$ cat src/rtl/compressor_start_stop_sequencer_defines.svh
// assertion macros for the compressor start/stop sequencer
`ifndef COMPRESSOR_START_STOP_SEQUENCER_DEFINES_SVH
`define COMPRESSOR_START_STOP_SEQUENCER_DEFINES_SVH

`ifndef SYNTH
// same-cycle implication, disabled while in reset
`define CSS_ASSERT_IMP(label, clk, rstn, ante, cons) \
    label: assert property (@(posedge clk) disable iff (!rstn) (ante) |-> (cons)) \
        else $error("css assertion failed");
// next-cycle implication, disabled while in reset
`define CSS_ASSERT_NXT(label, clk, rstn, ante, cons) \
    label: assert property (@(posedge clk) disable iff (!rstn) (ante) |=> (cons)) \
        else $error("css assertion failed");
`else
`define CSS_ASSERT_IMP(label, clk, rstn, ante, cons)
`define CSS_ASSERT_NXT(label, clk, rstn, ante, cons)
`endif

`endif

$ cat src/rtl/css_pkg.sv
// shared types and constants for the compressor start/stop sequencer
package css_pkg;

    localparam int TIMER_WIDTH_DEF = 20;
    localparam int CFG_AW          = 5;
    localparam int IN_TDATA_W      = 80;
    localparam int OUT_TDATA_W     = 96;

    localparam logic [2:0] REG_NOMINAL_SPEED   = 3'd0;
    localparam logic [2:0] REG_MIN_RUN_SPEED   = 3'd1;
    localparam logic [2:0] REG_STOPPED_SPEED   = 3'd2;
    localparam logic [2:0] REG_WAIT_TICKS      = 3'd3;
    localparam logic [2:0] REG_START_TIMEOUT   = 3'd4;
    localparam logic [2:0] REG_FAULT_HOLD      = 3'd5;
    localparam logic [2:0] REG_SEND_DIVIDER    = 3'd6;

    localparam logic [15:0] RST_NOMINAL_SPEED  = 16'd6000;
    localparam logic [15:0] RST_MIN_RUN_SPEED  = 16'd1000;
    localparam logic [15:0] RST_STOPPED_SPEED  = 16'd3500;
    localparam logic [19:0] RST_WAIT_TICKS     = 20'd300;
    localparam logic [19:0] RST_START_TIMEOUT  = 20'd60000;
    localparam logic [19:0] RST_FAULT_HOLD     = 20'd5000;
    localparam logic [7:0]  RST_SEND_DIVIDER   = 8'd10;

    localparam logic [2:0] ST_SLEEP = 3'd0;
    localparam logic [2:0] ST_WAIT  = 3'd1;
    localparam logic [2:0] ST_START = 3'd2;
    localparam logic [2:0] ST_RUN   = 3'd3;
    localparam logic [2:0] ST_STOP  = 3'd4;
    localparam logic [2:0] ST_FAULT = 3'd5;

    localparam logic CMD_TICK  = 1'b0;
    localparam logic CMD_FRAME = 1'b1;

    localparam logic [10:0]       FEEDBACK_ID = 11'h248;
    localparam logic signed [8:0] TEMP_OFFSET = 9'sd40;

    typedef struct packed {
        logic [15:0] nominal_speed;
        logic [15:0] min_running_speed;
        logic [15:0] stopped_speed;
        logic [19:0] wait_ticks;
        logic [19:0] start_timeout_ticks;
        logic [19:0] fault_hold_ticks;
        logic [7:0]  send_divider;
    } css_cfg_t;

    typedef struct packed {
        logic [7:0]        power_tenths;
        logic [9:0]        supply_volts;
        logic [7:0]        current_fifths;
        logic signed [8:0] temperature_c;
        logic [7:0]        error_bits;
        logic [7:0]        status_code;
        logic [15:0]       measured_speed;
        logic              frame_due;
        logic              start_failed;
        logic [15:0]       speed_reference;
        logic              enable_out;
        logic [2:0]        seq_state;
    } css_result_t;

endpackage

$ cat src/rtl/css_regfile.sv
// configuration register file with apb-style access
module css_regfile
(
    input  logic                           clk,
    input  logic                           rst_n,
    input  logic                           psel,
    input  logic                           penable,
    input  logic                           pwrite,
    input  logic [css_pkg::CFG_AW-1:0]     paddr,
    input  logic [31:0]                    pwdata,
    output logic [31:0]                    prdata,
    output css_pkg::css_cfg_t              cfg
);

    css_pkg::css_cfg_t cfg_reg;
    logic              wr_en;
    logic [2:0]        reg_idx;

    assign wr_en   = psel && penable && pwrite;
    assign reg_idx = paddr[4:2];
    assign cfg     = cfg_reg;

    always_ff @(posedge clk or negedge rst_n)
    begin
        if (!rst_n)
        begin
            cfg_reg.nominal_speed       <= css_pkg::RST_NOMINAL_SPEED;
            cfg_reg.min_running_speed   <= css_pkg::RST_MIN_RUN_SPEED;
            cfg_reg.stopped_speed       <= css_pkg::RST_STOPPED_SPEED;
            cfg_reg.wait_ticks          <= css_pkg::RST_WAIT_TICKS;
            cfg_reg.start_timeout_ticks <= css_pkg::RST_START_TIMEOUT;
            cfg_reg.fault_hold_ticks    <= css_pkg::RST_FAULT_HOLD;
            cfg_reg.send_divider        <= css_pkg::RST_SEND_DIVIDER;
        end
        else if (wr_en)
        begin
            case (reg_idx)
                css_pkg::REG_NOMINAL_SPEED: cfg_reg.nominal_speed       <= pwdata[15:0];
                css_pkg::REG_MIN_RUN_SPEED: cfg_reg.min_running_speed   <= pwdata[15:0];
                css_pkg::REG_STOPPED_SPEED: cfg_reg.stopped_speed       <= pwdata[15:0];
                css_pkg::REG_WAIT_TICKS:    cfg_reg.wait_ticks          <= pwdata[19:0];
                css_pkg::REG_START_TIMEOUT: cfg_reg.start_timeout_ticks <= pwdata[19:0];
                css_pkg::REG_FAULT_HOLD:    cfg_reg.fault_hold_ticks    <= pwdata[19:0];
                css_pkg::REG_SEND_DIVIDER:  cfg_reg.send_divider        <= pwdata[7:0];
                default:
                begin
                end
            endcase
        end
    end

    always_comb
    begin
        case (reg_idx)
            css_pkg::REG_NOMINAL_SPEED: prdata = {16'd0, cfg_reg.nominal_speed};
            css_pkg::REG_MIN_RUN_SPEED: prdata = {16'd0, cfg_reg.min_running_speed};
            css_pkg::REG_STOPPED_SPEED: prdata = {16'd0, cfg_reg.stopped_speed};
            css_pkg::REG_WAIT_TICKS:    prdata = {12'd0, cfg_reg.wait_ticks};
            css_pkg::REG_START_TIMEOUT: prdata = {12'd0, cfg_reg.start_timeout_ticks};
            css_pkg::REG_FAULT_HOLD:    prdata = {12'd0, cfg_reg.fault_hold_ticks};
            css_pkg::REG_SEND_DIVIDER:  prdata = {24'd0, cfg_reg.send_divider};
            default:                    prdata = 32'd0;
        endcase
    end

endmodule

$ cat src/rtl/css_seq.sv
// sequencer state, feedback decode and frame divider, one item per step
module css_seq
#(
    parameter int TIMER_WIDTH = css_pkg::TIMER_WIDTH_DEF
)
(
    input  logic                  clk,
    input  logic                  rst_n,
    input  logic                  step,
    input  css_pkg::css_cfg_t     cfg,
    input  logic                  cmd,
    input  logic                  enable_request,
    input  logic [10:0]           frame_id,
    input  logic [31:0]           frame_bytes_low,
    input  logic [31:0]           frame_bytes_high,
    output css_pkg::css_result_t  res
);

    logic [2:0]             state_reg,     state_next;
    logic [TIMER_WIDTH-1:0] countdown_reg, countdown_next;
    logic                   flag_reg,      flag_next;
    logic [7:0]             send_cnt_reg,  send_cnt_next;
    logic                   ref_en_reg,    ref_en_next;
    logic [15:0]            ref_speed_reg, ref_speed_next;
    logic [15:0]            speed_fb_reg,  speed_fb_next;
    logic [7:0]             status_fb_reg, status_fb_next;
    logic [7:0]             error_fb_reg,  error_fb_next;
    logic signed [8:0]      temp_fb_reg,   temp_fb_next;
    logic [7:0]             current_fb_reg, current_fb_next;
    logic [9:0]             voltage_fb_reg, voltage_fb_next;
    logic [7:0]             power_fb_reg,  power_fb_next;

    logic [TIMER_WIDTH-1:0] cd_dec;
    logic                   cd_expired;
    logic [8:0]             cnt_sum;
    logic                   due;

    // saturate a register load to the countdown range
    function automatic logic [TIMER_WIDTH-1:0] sat_load(input logic [19:0] ticks);
        logic [31:0] wide;
        begin
            wide = 32'(ticks);
            if ((wide >> TIMER_WIDTH) != 32'd0)
                sat_load = '1;
            else
                sat_load = wide[TIMER_WIDTH-1:0];
        end
    endfunction

    assign cd_dec     = (countdown_reg != '0) ? countdown_reg - 1'b1 : '0;
    assign cd_expired = (cd_dec == '0);
    assign cnt_sum    = {1'b0, send_cnt_reg} + 9'd1;

    always_comb
    begin
        state_next      = state_reg;
        countdown_next  = countdown_reg;
        flag_next       = flag_reg;
        send_cnt_next   = send_cnt_reg;
        ref_en_next     = ref_en_reg;
        ref_speed_next  = ref_speed_reg;
        speed_fb_next   = speed_fb_reg;
        status_fb_next  = status_fb_reg;
        error_fb_next   = error_fb_reg;
        temp_fb_next    = temp_fb_reg;
        current_fb_next = current_fb_reg;
        voltage_fb_next = voltage_fb_reg;
        power_fb_next   = power_fb_reg;
        due             = 1'b0;

        if (cmd == css_pkg::CMD_TICK)
        begin
            case (state_reg)
                css_pkg::ST_SLEEP:
                begin
                    ref_en_next    = 1'b0;
                    ref_speed_next = 16'd0;
                    if (enable_request)
                    begin
                        state_next     = css_pkg::ST_WAIT;
                        countdown_next = sat_load(cfg.wait_ticks);
                    end
                end
                css_pkg::ST_WAIT:
                begin
                    ref_en_next    = 1'b1;
                    ref_speed_next = 16'd0;
                    countdown_next = cd_dec;
                    if (cd_expired)
                    begin
                        state_next     = css_pkg::ST_START;
                        countdown_next = sat_load(cfg.start_timeout_ticks);
                    end
                end
                css_pkg::ST_START:
                begin
                    ref_en_next    = 1'b1;
                    ref_speed_next = cfg.nominal_speed;
                    countdown_next = cd_dec;
                    if (speed_fb_reg > cfg.min_running_speed)
                    begin
                        state_next = css_pkg::ST_RUN;
                        flag_next  = 1'b0;
                    end
                    // timeout wins over success
                    if (cd_expired)
                    begin
                        state_next     = css_pkg::ST_FAULT;
                        flag_next      = 1'b1;
                        countdown_next = sat_load(cfg.fault_hold_ticks);
                    end
                end
                css_pkg::ST_RUN:
                begin
                    ref_en_next    = 1'b1;
                    ref_speed_next = cfg.nominal_speed;
                    if (!enable_request)
                        state_next = css_pkg::ST_STOP;
                    if (error_fb_reg != 8'd0)
                        state_next = css_pkg::ST_FAULT;
                end
                css_pkg::ST_STOP:
                begin
                    ref_en_next    = 1'b1;
                    ref_speed_next = 16'd0;
                    if (speed_fb_reg < cfg.stopped_speed)
                        state_next = css_pkg::ST_SLEEP;
                end
                css_pkg::ST_FAULT:
                begin
                    ref_en_next    = 1'b0;
                    ref_speed_next = 16'd0;
                    // hold timer only runs after a start failure
                    if (flag_reg)
                        countdown_next = cd_dec;
                    if (!flag_reg || cd_expired)
                    begin
                        flag_next = 1'b0;
                        if (error_fb_reg == 8'd0)
                            state_next = css_pkg::ST_SLEEP;
                    end
                end
                default:
                begin
                    ref_en_next    = 1'b0;
                    ref_speed_next = 16'd0;
                    state_next     = css_pkg::ST_SLEEP;
                end
            endcase

            if (cnt_sum >= {1'b0, cfg.send_divider})
            begin
                send_cnt_next = 8'd0;
                due           = 1'b1;
            end
            else
            begin
                send_cnt_next = cnt_sum[7:0];
            end
        end
        else if (frame_id == css_pkg::FEEDBACK_ID)
        begin
            speed_fb_next   = frame_bytes_low[15:0];
            power_fb_next   = frame_bytes_low[23:16];
            status_fb_next  = frame_bytes_low[31:24];
            error_fb_next   = frame_bytes_high[7:0];
            temp_fb_next    = $signed({1'b0, frame_bytes_high[15:8]}) - css_pkg::TEMP_OFFSET;
            current_fb_next = frame_bytes_high[23:16];
            voltage_fb_next = {frame_bytes_high[31:24], 2'b00};
        end
    end

    always_ff @(posedge clk or negedge rst_n)
    begin
        if (!rst_n)
        begin
            state_reg      <= css_pkg::ST_SLEEP;
            countdown_reg  <= '0;
            flag_reg       <= 1'b0;
            send_cnt_reg   <= 8'd0;
            ref_en_reg     <= 1'b0;
            ref_speed_reg  <= 16'd0;
            speed_fb_reg   <= 16'd0;
            status_fb_reg  <= 8'd0;
            error_fb_reg   <= 8'd0;
            temp_fb_reg    <= 9'sd0;
            current_fb_reg <= 8'd0;
            voltage_fb_reg <= 10'd0;
            power_fb_reg   <= 8'd0;
        end
        else if (step)
        begin
            state_reg      <= state_next;
            countdown_reg  <= countdown_next;
            flag_reg       <= flag_next;
            send_cnt_reg   <= send_cnt_next;
            ref_en_reg     <= ref_en_next;
            ref_speed_reg  <= ref_speed_next;
            speed_fb_reg   <= speed_fb_next;
            status_fb_reg  <= status_fb_next;
            error_fb_reg   <= error_fb_next;
            temp_fb_reg    <= temp_fb_next;
            current_fb_reg <= current_fb_next;
            voltage_fb_reg <= voltage_fb_next;
            power_fb_reg   <= power_fb_next;
        end
    end

    assign res.seq_state       = state_next;
    assign res.enable_out      = ref_en_next;
    assign res.speed_reference = ref_speed_next;
    assign res.start_failed    = flag_next;
    assign res.frame_due       = due;
    assign res.measured_speed  = speed_fb_next;
    assign res.status_code     = status_fb_next;
    assign res.error_bits      = error_fb_next;
    assign res.temperature_c   = temp_fb_next;
    assign res.current_fifths  = current_fb_next;
    assign res.supply_volts    = voltage_fb_next;
    assign res.power_tenths    = power_fb_next;

endmodule

$ cat src/rtl/compressor_start_stop_sequencer.sv
// top level of the compressor start/stop sequencer
//
// input stream: one item per tick or per received frame. s_axis_tuser is the
// kind (0 tick, 1 feedback frame); s_axis_tdata carries the enable request,
// the frame identifier and the eight frame bytes. only identifier 0x248 is
// decoded; other frames leave everything unchanged.
// output stream: one result item per input item with the sequencer state,
// the enable and speed references, the start error flag, the frame-due flag
// and the kept feedback values.
// a result passes one input register, then the sequencer step into the output
// register, which drives m_axis_tvalid. throughput is one item per cycle while
// the receiver does not stall; the sequencer state updates once per item.
// when the receiver stalls, the result waits in the output register and one
// more item can be held in the input register before s_axis_tready drops.
// reset puts the sequencer in sleep with timers, divider and feedback cleared
// and the configuration registers at their defaults. the apb port writes
// registers at byte address 4*index and should only be written while idle.
module compressor_start_stop_sequencer
#(
    parameter int TIMER_WIDTH = css_pkg::TIMER_WIDTH_DEF
)
(
    input  logic                             clk,
    input  logic                             rst_n,
    // stream in
    input  logic                             s_axis_tvalid,
    output logic                             s_axis_tready,
    // [0] enable_request, [11:1] frame_id, [43:12] frame_bytes_low,
    // [75:44] frame_bytes_high, [79:76] zero
    input  logic [css_pkg::IN_TDATA_W-1:0]   s_axis_tdata,
    // [0] cmd
    input  logic                             s_axis_tuser,
    // stream out
    output logic                             m_axis_tvalid,
    input  logic                             m_axis_tready,
    // [2:0] seq_state, [3] enable_out, [19:4] speed_reference,
    // [20] start_failed, [21] frame_due, [37:22] measured_speed,
    // [45:38] status_code, [53:46] error_bits, [62:54] temperature_c,
    // [70:63] current_fifths, [80:71] supply_volts, [88:81] power_tenths,
    // [95:89] zero
    output logic [css_pkg::OUT_TDATA_W-1:0]  m_axis_tdata,
    // configuration
    input  logic                             psel,
    input  logic                             penable,
    input  logic                             pwrite,
    input  logic [css_pkg::CFG_AW-1:0]       paddr,
    input  logic [31:0]                      pwdata,
    output logic [31:0]                      prdata,
    output logic                             pready
);

`include "compressor_start_stop_sequencer_defines.svh"

    css_pkg::css_cfg_t                cfg;
    css_pkg::css_result_t             res;

    logic                             in_valid_reg,  in_valid_next;
    logic [css_pkg::IN_TDATA_W-1:0]   in_tdata_reg;
    logic                             in_tuser_reg;
    logic                             out_valid_reg, out_valid_next;
    css_pkg::css_result_t             out_res_reg;
    logic                             s_accept;
    logic                             advance;

    assign pready        = 1'b1;
    assign advance       = in_valid_reg && (!out_valid_reg || m_axis_tready);
    assign s_axis_tready = !in_valid_reg || advance;
    assign s_accept      = s_axis_tvalid && s_axis_tready;
    assign m_axis_tvalid = out_valid_reg;

    css_regfile u_regfile
    (
        .clk     (clk),
        .rst_n   (rst_n),
        .psel    (psel),
        .penable (penable),
        .pwrite  (pwrite),
        .paddr   (paddr),
        .pwdata  (pwdata),
        .prdata  (prdata),
        .cfg     (cfg)
    );

    css_seq #(.TIMER_WIDTH(TIMER_WIDTH)) u_seq
    (
        .clk              (clk),
        .rst_n            (rst_n),
        .step             (advance),
        .cfg              (cfg),
        .cmd              (in_tuser_reg),
        .enable_request   (in_tdata_reg[0]),
        .frame_id         (in_tdata_reg[11:1]),
        .frame_bytes_low  (in_tdata_reg[43:12]),
        .frame_bytes_high (in_tdata_reg[75:44]),
        .res              (res)
    );

    always_comb
    begin
        if (s_accept)
            in_valid_next = 1'b1;
        else if (advance)
            in_valid_next = 1'b0;
        else
            in_valid_next = in_valid_reg;

        if (advance)
            out_valid_next = 1'b1;
        else if (m_axis_tready)
            out_valid_next = 1'b0;
        else
            out_valid_next = out_valid_reg;
    end

    always_ff @(posedge clk or negedge rst_n)
    begin
        if (!rst_n)
        begin
            in_valid_reg  <= 1'b0;
            out_valid_reg <= 1'b0;
        end
        else
        begin
            in_valid_reg  <= in_valid_next;
            out_valid_reg <= out_valid_next;
        end
    end

    always_ff @(posedge clk)
    begin
        if (s_accept)
        begin
            in_tdata_reg <= s_axis_tdata;
            in_tuser_reg <= s_axis_tuser;
        end
        if (advance)
            out_res_reg <= res;
    end

    assign m_axis_tdata = {
        7'd0,
        out_res_reg.power_tenths,
        out_res_reg.supply_volts,
        out_res_reg.current_fifths,
        out_res_reg.temperature_c,
        out_res_reg.error_bits,
        out_res_reg.status_code,
        out_res_reg.measured_speed,
        out_res_reg.frame_due,
        out_res_reg.start_failed,
        out_res_reg.speed_reference,
        out_res_reg.enable_out,
        out_res_reg.seq_state
    };

    // input side only stalls with an item parked in the input register
    `CSS_ASSERT_IMP(a_tready_low_only_when_full, clk, rst_n,
        !s_axis_tready, in_valid_reg)
    // an item leaving the input register always lands in the output register
    `CSS_ASSERT_NXT(a_advance_fills_output, clk, rst_n,
        advance, out_valid_reg)
    // the start error flag is only ever seen in fault
    `CSS_ASSERT_IMP(a_flag_only_in_fault, clk, rst_n,
        out_valid_reg && out_res_reg.start_failed,
        out_res_reg.seq_state == css_pkg::ST_FAULT)
    // a nonzero speed reference always comes with enable
    `CSS_ASSERT_IMP(a_speed_needs_enable, clk, rst_n,
        out_valid_reg && (out_res_reg.speed_reference != 16'd0),
        out_res_reg.enable_out)

endmodule
$ cat config.mk
export PLATFORM = sky130hd
export DESIGN_NAME = compressor_start_stop_sequencer
export DESIGN_NICKNAME = d
export VERILOG_FILES = /design/src/rtl/css_pkg.sv /design/src/rtl/css_regfile.sv /design/src/rtl/css_seq.sv /design/src/rtl/compressor_start_stop_sequencer.sv
export VERILOG_INCLUDE_DIRS = /design/src /design/src/rtl
export SDC_FILE = /design/constraint.sdc
export NUM_CORES = 1
export LEC_CHECK = 0
export BUFFER_PORTS_ARGS = -buffer_cell sky130_fd_sc_hd__buf_2
export CORE_MARGIN = 2
export CORE_UTILIZATION = 50
export CTS_BUF_LIST = sky130_fd_sc_hd__clkbuf_16
export DETAILED_ROUTE_END_ITERATION = 8
export GPL_TIMING_DRIVEN = 0
export HOLD_SLACK_MARGIN = 0.12
export PLACE_DENSITY_LB_ADDON = 0.1
export SKIP_LAST_GASP = 1
export SYNTH_ARGS = -nofsm -noshare
export SYNTH_HDL_FRONTEND = slang
export SYNTH_SLANG_ARGS = --single-unit
$ cat constraint.sdc
create_clock -name clk -period 3.4 [get_ports clk]
set_input_delay 0.34 -clock clk [delete_from_list [all_inputs] [get_ports clk]]
set_output_delay 0.34 -clock clk [all_outputs]
set_load 0.05 [all_outputs]
==> qor.csv, run 1 <==
stage,metric,value,unit
clock_tree,CTS max path bufs,3,
finish,filler cell count,2922,
outcome,status,"complete, no violations",
place,Placed Cells,2239,
route,via count,13300,
timing,final hold vios,0,
yosys,top-area cell type share of the netlist area,0.272,
timing,fmax,309,MHz
floorplan,core area,36300,um2
global_routing,gr ovfl total,0,
route,met2 wire length,23900,um
yosys,"area leader, netlist",edfxtp_1,
place,PortBufs,217,
power_and_ir_drop,Lkg Pwr,10.2,nW
global_routing,gr usage total,0.263,
yosys,sequential share of the synthesized area,0.593,
floorplan,Top Ports,256,
finish,P&R area growth vs syn,23.2,%
timing,max_slew headroom,0.425,
route,final antenna-violating net count,0,
floorplan,die area,38300,um2
yosys,Synth Instances,1532,
route,met1 wire length,21100,um
yosys,"FF+latch count, synth",400,
timing,Final Setup Violations,0,
worst_setup_path,cells along the critical path,clkbuf_1 > nor2_1 > a22oi_1 > nand3_1 > nor2_1 > o21ai_0 > nor4_1 > a21oi_1 > o21ai_0,
worst_setup_path,crit path max-delay cell type,nor2_1,
global_routing,initial antenna violation count,1,
clock_tree,Worst-path clk slew,0.06,ns
floorplan,Chip Height,196,um
route,DR DRC count,0,
finish,most frequent cells in the layout,"266 x nand2_1, 223 x buf_2, 195 x dfrtp_1",
finish,final cell count without fillers,2423,
clock_tree,clock root buffer,clkbuf_16,
global_routing,maximum number of pins on one net before global-route repair,87,
timing,final worst slack,0.165,ns
place,Setup WS pre-CTS,-0.442,ns
route,total wire length,49600,um
timing,crit path time final,3.24,ns
yosys,Post-Syn Area,18400,um2
power_and_ir_drop,peak supply drop,473,uV
worst_setup_path,CP max stage delay,0.72,ns
global_routing,vias in the first global route,13400,
timing,RSZ-0062 raised after global routing,yes,
global_routing,first-pass GRT wire length,76800,um
timing,Total Neg Setup Slack,0,ns
floorplan,Initial Util,0.505,
place,DP HPWL,35000,um
route,met3 wire len,3220,um
floorplan,die extent in x,196,um
clock_tree,H-tree depth,2,
clock_tree,Num CTS Buffers,43,
yosys,count of cell types in the netlist,72,
worst_setup_path,"CP delay by family, top",simple AND/OR/NAND/NOR gates,
clock_tree,CTS tree,built,
finish,Final Core Density,0.622,
yosys,largest cells by area after synthesis,"edfxtp_1 27%, dfrtp_1 27%, mux2_2 10%, dfstp_2 5.4%, nand2_1 5.4%",
worst_setup_path,worst path buffer plus inverter count,1,
yosys,Post-synth ARST share,0.585,
clock_tree,Worst-Skew Late Latency,0.57,ns
route,1st-pass router iterations,5,
finish,NumNets Final,2087,
yosys,Mapped Avg Cell Area,12.0,um2
route,1st-iter DRT viols,950,
yosys,"Primary FF master, synth",dfrtp_1,
finish,fraction of layout cells with a size suffix above 1,0.280,
worst_setup_path,worst-path fanout max,10,
timing,Max Slew Vio Count,0,
job,# Max-Cap Violations,0,
route,Max Used Layer,met4,
worst_setup_path,CP arrival,3.73,ns
route,Routed wire per std cell,20.5,um
timing,Layout Skew,0.0223,ns
finish,max FFs per register,116,
finish,"commonest non-fill, non-tap cell in the layout",nand2_1,
clock_tree,# clock sinks,400,
worst_setup_path,critical setup path kind,flip-flop to flip-flop,
worst_hold_path,Hold Crit Class,primary input to asynchronous set/reset pin,
yosys,Synth Warn #,0,
timing,Worst Tran Pin Value,0.859,ns
worst_setup_path,type of origin of the critical path,flip-flop,
worst_setup_path,critical path endpoint category,flip-flop,
route,Via density,5.48,
yosys,number of synthesized flops with an enable pin,166,
power_and_ir_drop,cell area power density,601,nW/um2
timing,"Period Utilization, post-route",0.952,
place,placer congestion estimate,0.910,
worst_setup_path,CP Data Required Time,3.90,ns
floorplan,Rows,70,
-- cells by family after synthesis --
family / synth area share
and+or+nand+nor: 0.115
DFF: 0.593
AOI/OAI and AO/OA: 0.0926
muxes: 0.126
buffers and inverters: 0.0352
adders and majority gates: 0.0286
xor gates and xnor gates: 0.00907
other: 0.000409
-- worst reg2reg max path, cell delays in order, from the launching register on --
cell and delay (ns):
dfrtp_1 0.36, clkbuf_1 0.35, nor2_1 0.27, a22oi_1 0.32, nand3_1 0.40, nor2_1 0.73, o21ai_0 0.35, nor4_1 0.25
a21oi_1 0.06, o21ai_0 0.08
-- final cells by class --
| cell class | count | area, um2 | share of cell area |
|---|---|---|---|
| well taps | 468 | 586 | 0.0259 |
| clock inverters | 34 | 194 | 0.00858 |
| clock buffers | 45 | 1130 | 0.0498 |
| flip-flops and latches | 400 | 10900 | 0.482 |
| multi-input cells | 1003 | 6920 | 0.306 |
| inverters | 51 | 194 | 0.00858 |
| repair buffers | 326 | 2250 | 0.0994 |
| plain buffers | 95 | 450 | 0.0199 |
| diodes | 1 | 2.50 | 0.000111 |
-- stage by stage --
stage / total power [mW] / hold WS, ns / instance area (um2)
6_report: 13.6 / 0.306 / 22600
3_5_place_dp: 9.05 / 0.357 / 20200
5_1_grt: 14.2 / 0.368 / 22600
3_3_place_gp: 8.98 / 0.442 / 20100
2_1_floorplan: 8.13 / 0.0444 / 18400
4_1_cts: 13.6 / 0.350 / 22600
-- where the power goes --
part           internal (mW)  total, mW  leakage, nW  switching [mW]
combinational           1.12       2.90         4.92            1.79
sequential              5.69       6.23         4.58           0.537
clock                   2.53       4.45        0.691            1.92
total                   9.34       13.6         10.2            4.24
-- what timing repair did --
item	4_1_cts	5_1_grt
pin swaps	1	1
hold endpoints to repair	215	0
endpoints found under the setup margin	23	18
gates resized for setup	2	5
hold buffers	101	0
buffers inserted	4	0
-- routing by layer --
layer / vias up / global-route usage
li1: 6235 / -
met1: 6567 / 0.345
met2: 397 / 0.434
met3: 70 / 0.0575
met4: 0 / 0.0893
met5: - / 0
-- worst paths after layout --
path	endpoint	cells after the start	from	slack [ns]
worst min-delay path	u_seq.send_cnt_reg[4]$_DFFE_PN0P_	2	rst_n	0.31
max in group asynchronous	u_regfile.cfg[89]$_DFFE_PN1P_	3	rst_n	2.20
worst min register to register	u_seq.temp_fb_reg[1]$_DFFE_PN0P_	2	in_tdata_reg[53]$_DFFE_PP_	0.46
min in group clk	u_seq.temp_fb_reg[1]$_DFFE_PN0P_	2	in_tdata_reg[53]$_DFFE_PP_	0.46
worst max register to register	u_seq.countdown_reg[14]$_DFFE_PN0P_	9	u_seq.state_reg[0]$_DFFE_PN0P_	0.16
worst max-delay path	u_seq.countdown_reg[14]$_DFFE_PN0P_	9	u_seq.state_reg[0]$_DFFE_PN0P_	0.16
-- Yosys cell counts (3+ instances only) --
cell,instances
a21o_1,14
a21oi_1,59
a22o_1,32
a22oi_1,17
a31oi_1,7
and2_1,8
and3_1,6
buf_1,4
buf_2,7
buf_4,20
clkbuf_1,62
dfrtp_1,196
dfstp_2,38
edfxtp_1,166
ha_1,42
inv_1,51
mux2_2,166
mux2i_1,21
mux4_2,9
nand2_1,266
nand2b_1,11
nand3_1,18
nand4_1,7
nor2_1,63
nor2b_1,8
nor3_1,18
nor3b_1,8
nor4_1,8
o211ai_1,9
o21a_1,3
o21ai_0,86
o21ai_1,7
o221ai_1,6
o22a_1,3
o22ai_1,14
or3_1,7
or4_1,4
xnor2_1,12
xor2_1,7
Power figures use the tool's default switching activity.
==> run 2, diff against run 1 <==
--- a/config.mk
+++ b/config.mk
@@ -14,6 +14,7 @@
 export GPL_TIMING_DRIVEN = 0
 export HOLD_SLACK_MARGIN = 0.12
 export PLACE_DENSITY_LB_ADDON = 0.1
+export RECOVER_POWER = 100
 export SKIP_LAST_GASP = 1
 export SYNTH_ARGS = -nofsm -noshare
 export SYNTH_HDL_FRONTEND = slang
==> qor.csv, run 2 (synthesized netlist as in run 1, its figures left out) <==
stage,metric,value,unit
worst_setup_path,critical setup path kind,flip-flop to flip-flop,
finish,P&R area growth vs syn,22.1,%
floorplan,Chip Height,196,um
power_and_ir_drop,Sw Ratio,0.313,
worst_hold_path,Hold Crit Class,flip-flop to flip-flop,
timing,Worst Tran Pin Value,2.05,ns
floorplan,Rows,70,
worst_setup_path,CP Data Required Time,3.72,ns
place,Setup WS pre-CTS,-0.442,ns
finish,most frequent cells in the layout,"266 x nand2_1, 195 x dfrtp_1, 175 x clkbuf_1",
worst_setup_path,CP arrival,3.57,ns
clock_tree,# clock sinks,400,
timing,final worst slack,0.143,ns
worst_setup_path,worst path buffer plus inverter count,2,
route,1st-iter DRT viols,945,
place,Placed Cells,2239,
timing,fmax,307,MHz
route,via count,13200,
finish,final cell count without fillers,2423,
timing,Layout Skew,0.0213,ns
worst_setup_path,critical path endpoint category,flip-flop,
power_and_ir_drop,Switching Power,4.23,mW
clock_tree,Num CTS Buffers,43,
timing,"Period Utilization, post-route",0.958,
finish,fraction of layout cells with a size suffix above 1,0.221,
floorplan,core area,36300,um2
worst_setup_path,crit path max-delay cell type,dfrtp_2,
global_routing,initial antenna violation count,1,
route,final antenna-violating net count,0,
finish,Final Core Density,0.616,
place,DP HPWL,35000,um
floorplan,die area,38300,um2
worst_setup_path,type of origin of the critical path,flip-flop,
finish,NumNets Final,2087,
clock_tree,Worst-path clk slew,0.06,ns
worst_setup_path,CP max stage delay,0.48,ns
route,1st-pass router iterations,5,
timing,crit path time final,3.26,ns
worst_setup_path,cells along the critical path,inv_1 > ha_2 > nor3b_4 > nand3_2 > nor4_4 > mux2i_1 > nand4_1 > buf_2 > and2_0 > o21ai_0 > nand2_1,
power_and_ir_drop,cell area power density,603,nW/um2
timing,Final Setup Violations,0,
place,placer congestion estimate,0.910,
global_routing,maximum number of pins on one net before global-route repair,87,
clock_tree,H-tree depth,2,
finish,max FFs per register,116,
global_routing,gr usage total,0.263,
timing,final hold vios,0,
power_and_ir_drop,Clk network pwr share,0.329,
worst_setup_path,"CP delay by family, top",simple AND/OR/NAND/NOR gates,
finish,"commonest non-fill, non-tap cell in the layout",nand2_1,
floorplan,Initial Util,0.505,
place,PortBufs,217,
timing,Max Slew Vio Count,104,
route,total wire length,49500,um
route,Via density,5.47,
global_routing,gr ovfl total,0,
clock_tree,clock root buffer,clkbuf_16,
global_routing,first-pass GRT wire length,76800,um
timing,max_slew headroom,-0.364,
global_routing,vias in the first global route,13400,
clock_tree,Worst-Skew Late Latency,0.57,ns
floorplan,Top Ports,256,
route,Routed wire per std cell,20.4,um
worst_setup_path,worst-path fanout max,10,
timing,RSZ-0062 raised after global routing,yes,
power_and_ir_drop,sequential power share,0.461,
outcome,failing checks,"max-capacitance violations, max-slew violations",
outcome,status,finished with violations,
clock_tree,CTS tree,built,
job,# Max-Cap Violations,3,
power_and_ir_drop,peak supply drop,472,uV
power_and_ir_drop,Lkg Pwr,9.83,nW
power_and_ir_drop,Pint,9.29,mW
clock_tree,CTS max path bufs,3,
floorplan,die extent in x,196,um
route,DR DRC count,0,
power_and_ir_drop,combinational power share,0.210,
[run 2: cell count changes in the layout (fill, tap and decap cells not counted), moves of 2 or more]
| cell | delta |
|---|---|
| clkbuf_1 | +114 |
| buf_2 | -112 |
| and2_0 | +5 |
| clkbuf_2 | +5 |
| and2_1 | -4 |
| buf_1 | -4 |
| mux2_1 | +2 |
| mux2_2 | -2 |
[run 2: worst register-to-register path: stages (launching register included)]
cell and delay, ns:
dfrtp_2 0.48, inv_1 0.11, ha_2 0.25, nor3b_4 0.28, nand3_2 0.20, nor4_4 0.20, mux2i_1 0.42, nand4_1 0.30
buf_2 0.32, and2_0 0.21, o21ai_0 0.14, nand2_1 0.09
[run 2: power by group through the flow]
stage               logic (mW)  registers (mW)  clock network [mW]
floorplan                 1.76            6.37                   0
global placement          2.69            6.29                   0
detailed placement        2.76            6.30                   0
CTS                       2.89            6.21                4.51
global route              3.11            6.30                4.70
finish                    2.84            6.23                4.44
[run 2: final timing paths]
check / from / endpoint / slack, ns / depth (start not counted)
worst min register to register: in_tdata_reg[53]$_DFFE_PP_ / u_seq.temp_fb_reg[1]$_DFFE_PN0P_ / 0.46 / 2
min in group asynchronous: rst_n / u_seq.send_cnt_reg[5]$_DFFE_PN0P_ / 0.85 / 2
worst min-delay path: in_tdata_reg[53]$_DFFE_PP_ / u_seq.temp_fb_reg[1]$_DFFE_PN0P_ / 0.46 / 2
worst max-delay path: u_seq.countdown_reg[0]$_DFFE_PN0P_ / m_axis_tdata[1]$_DFFE_PP_ / 0.14 / 11
max in group asynchronous: rst_n / u_seq.countdown_reg[0]$_DFFE_PN0P_ / 1.21 / 2
worst max register to register: u_seq.countdown_reg[0]$_DFFE_PN0P_ / m_axis_tdata[1]$_DFFE_PP_ / 0.14 / 11
[run 2: area by class of cell]
| cell class | instances | area, um2 |
|---|---|---|
| timing repair buffer | 326 | 2070 |
| clock inverter | 34 | 194 |
| sequential | 400 | 10900 |
| tap | 468 | 586 |
| inverter | 51 | 194 |
| multi-input combinational | 1003 | 6890 |
| buffer | 95 | 447 |
| clock buffer | 45 | 1130 |
| fill | 2981 | 13900 |
| antenna | 1 | 2.50 |
[run 2: per-layer routing]
metal | share of wire | global-route usage | routed length, um | vias up
met5 | 0 | 0 | 0 | -
met4 | 0.027 | 0.0893 | 1360 | 0
met2 | 0.48 | 0.434 | 24000 | 388
met1 | 0.42 | 0.345 | 20800 | 6554
li1 | - | - | - | 6234
met3 | 0.069 | 0.0575 | 3400 | 72
[run 2: what timing repair did]
action                                 4_1_cts  5_1_grt
resized for setup                            2        5
endpoints found under the hold margin      215        0
setup endpoints to repair                   23       18
setup buffers                                4        0
pin swaps                                    1        1
hold buffers                               101        0
[run 2: through the flow]
stage | cell area [um2] | setup TNS (ns) | total power, mW | hold slack, ns
3_3_place_gp | 20100 | -583.40 | 8.98 | 0.442
5_1_grt | 22400 | 0 | 14.1 | 0.471
6_report | 22400 | 0 | 13.5 | 0.463
2_1_floorplan | 18400 | 0 | 8.13 | 0.0444
3_5_place_dp | 20200 | -5.37 | 9.05 | 0.357
4_1_cts | 22600 | 0 | 13.6 | 0.350
==> run 3, diff against run 2 <==
--- a/config.mk
+++ b/config.mk
@@ -7,14 +7,17 @@
 export NUM_CORES = 1
 export LEC_CHECK = 0
 export BUFFER_PORTS_ARGS = -buffer_cell sky130_fd_sc_hd__buf_2
+export CELL_PAD_IN_SITES_DETAIL_PLACEMENT = 0
+export CELL_PAD_IN_SITES_GLOBAL_PLACEMENT = 1
 export CORE_MARGIN = 2
-export CORE_UTILIZATION = 50
+export CORE_UTILIZATION = 46
 export CTS_BUF_LIST = sky130_fd_sc_hd__clkbuf_16
 export DETAILED_ROUTE_END_ITERATION = 8
 export GPL_TIMING_DRIVEN = 0
 export HOLD_SLACK_MARGIN = 0.12
 export PLACE_DENSITY_LB_ADDON = 0.1
 export RECOVER_POWER = 100
+export SETUP_SLACK_MARGIN = 0.3
 export SKIP_LAST_GASP = 1
 export SYNTH_ARGS = -nofsm -noshare
 export SYNTH_HDL_FRONTEND = slang
==> qor.csv, run 3 (synthesized netlist as in run 1, its figures left out) <==
stage,metric,value,unit
finish,max FFs per register,116,
clock_tree,Worst-path clk slew,0.06,ns
route,via count,13400,
finish,filler cell count,3392,
worst_setup_path,CP arrival,2.81,ns
finish,P&R area growth vs syn,23.1,%
worst_setup_path,CP Data Required Time,3.06,ns
finish,n_diodes,0,
worst_setup_path,cells along the critical path,clkbuf_1 > clkbuf_1 > clkbuf_1 > mux4_2 > nor2_1 > a21oi_1 > clkbuf_1,
floorplan,die extent in x,204,um
worst_hold_path,WHS Endpoint,u_regfile.cfg[68]$_DFFE_PN0P_,
route,Routed wire per std cell,20.7,um
power_and_ir_drop,Lkg Pwr,9.89,nW
global_routing,gr ovfl total,0,
route,1st-pass router iterations,7,
worst_setup_path,type of origin of the critical path,primary input,
worst_setup_path,critical setup path kind,primary input to output pin,
global_routing,gr usage total,0.250,
clock_tree,# clock sinks,400,
worst_hold_path,Hold Crit Class,primary input to flip-flop,
timing,fmax,317,MHz
global_routing,vias in the first global route,13300,
timing,crit path time final,3.15,ns
worst_setup_path,crit path max-delay cell type,clkbuf_1,
floorplan,core area,39500,um2
timing,Total Neg Setup Slack,0,ns
worst_setup_path,CP max stage delay,0.58,ns
finish,fraction of layout cells with a size suffix above 1,0.231,
timing,final worst slack,0.247,ns
worst_setup_path,most frequent cell on the critical path,clkbuf_1,
clock_tree,Worst-Skew Late Latency,0.58,ns
timing,"Period Utilization, post-route",0.927,
floorplan,Top Ports,256,
outcome,status,"complete, no violations",
place,DP HPWL,36400,um
route,Via density,5.37,
worst_setup_path,Reg2Reg Depth,10,
place,placer congestion estimate,0.906,
floorplan,Initial Util,0.464,
place,PortBufs,217,
power_and_ir_drop,cell area power density,600,nW/um2
floorplan,die area,41500,um2
floorplan,Chip Height,204,um
timing,Final Setup Violations,0,
route,total wire length,51400,um
worst_setup_path,worst-path fanout max,10,
clock_tree,Num CTS Buffers,44,
worst_setup_path,R2R setup slack,0.25,ns
global_routing,first-pass GRT wire length,78500,um
worst_setup_path,r2r startpoint,u_seq.countdown_reg[6]$_DFFE_PN0P_,
timing,Max Slew Vio Count,0,
clock_tree,H-tree depth,2,
timing,max_slew headroom,0.0392,
job,# Max-Cap Violations,0,
clock_tree,clock root buffer,clkbuf_16,
finish,most frequent cells in the layout,"267 x nand2_1, 194 x dfrtp_1, 169 x clkbuf_1",
worst_setup_path,critical path endpoint category,output pin,
finish,NumNets Final,2095,
global_routing,initial antenna violation count,0,
power_and_ir_drop,peak supply drop,488,uV
timing,Worst Tran Pin Value,1.44,ns
finish,"commonest non-fill, non-tap cell in the layout",nand2_1,
route,1st-iter DRT viols,796,
timing,final hold vios,0,
clock_tree,CTS tree,built,
worst_hold_path,hold path cells,4,
worst_setup_path,reg2reg end,m_axis_tdata[1]$_DFFE_PP_,
timing,Layout Skew,0.0160,ns
route,DR DRC count,0,
worst_hold_path,hold_sp,penable,
global_routing,maximum number of pins on one net before global-route repair,119,
floorplan,Rows,73,
timing,RSZ-0062 raised after global routing,no,
place,Setup WS pre-CTS,-0.291,ns
route,final antenna-violating net count,0,
clock_tree,CTS max path bufs,3,
run 3: how the worst max path moves through the flow:
stage                                        from                                to  slack (ns)  cells past startpoint
2_1_floorplan                            paddr[2]                        prdata[17]        0.36                      6
3_3_place_gp                                rst_n  u_seq.temp_fb_reg[4]$_DFFE_PN0P_       -2.53                      1
3_5_place_dp   u_seq.countdown_reg[0]$_DFFE_PN0P_         m_axis_tdata[1]$_DFFE_PP_       -0.29                     11
4_1_cts        u_seq.countdown_reg[0]$_DFFE_PN0P_         m_axis_tdata[1]$_DFFE_PP_        0.28                     13
5_1_grt        u_seq.countdown_reg[1]$_DFFE_PN0P_         m_axis_tdata[1]$_DFFE_PP_        0.14                     13
6_report                                 paddr[3]                         prdata[3]        0.25                      7
run 3: critical path, delay by kind of cell:
family,cells,cell delay (ns)
multiplexers,1,0.33
buffers and inverters,4,1.84
AO/OA/AOI/OAI,1,0.23
AND/OR/NAND/NOR,1,0.06
run 3: repair_timing:
item                       in CTS  in global routing
hold buffers                  101                  0
pin swaps                       1                  1
setup buffers                   6                  3
hold endpoints to repair      269                  0
setup endpoints to repair      45                 29
gates resized for setup         5                 23
run 3: cell type report:
cell class / instances / area (um2) / share of cell area
Clock buffer: 44 / 1100 / 0.0487
Timing Repair Buffer: 332 / 2120 / 0.0940
Inverter: 51 / 195 / 0.00864
Buffer: 96 / 464 / 0.0205
Sequential cell: 400 / 10900 / 0.482
Clock inverter: 35 / 223 / 0.00985
Tap cell: 525 / 657 / 0.0291
Multi-Input combinational cell: 1003 / 6940 / 0.307
run 3: layer usage:
layer,wire length [um],vias to the layer above,global-route usage
li1,-,6260,-
met1,21800,6619,0.325
met2,24700,392,0.414
met3,3210,91,0.0510
met4,1590,0,0.0925
met5,0,-,0
run 3: power breakdown:
part / switching, mW / internal, mW
registers: 0.544 / 5.69
clock network: 1.96 / 2.44
logic: 1.81 / 1.12
run 3: through the flow:
step                      power (mW)  instance area [um2]  cells  hold WS, ns   util
final                           13.6                22600   2486        0.447  0.571
after global routing            14.2                22600   2486        0.452  0.571
after floorplan                 8.13                18400   1550       0.0444      -
after global placement          8.99                20200   2292        0.441  0.510
after detailed placement        9.07                20300   2297        0.192  0.513
after CTS                       13.6                22700   2483        0.173  0.574
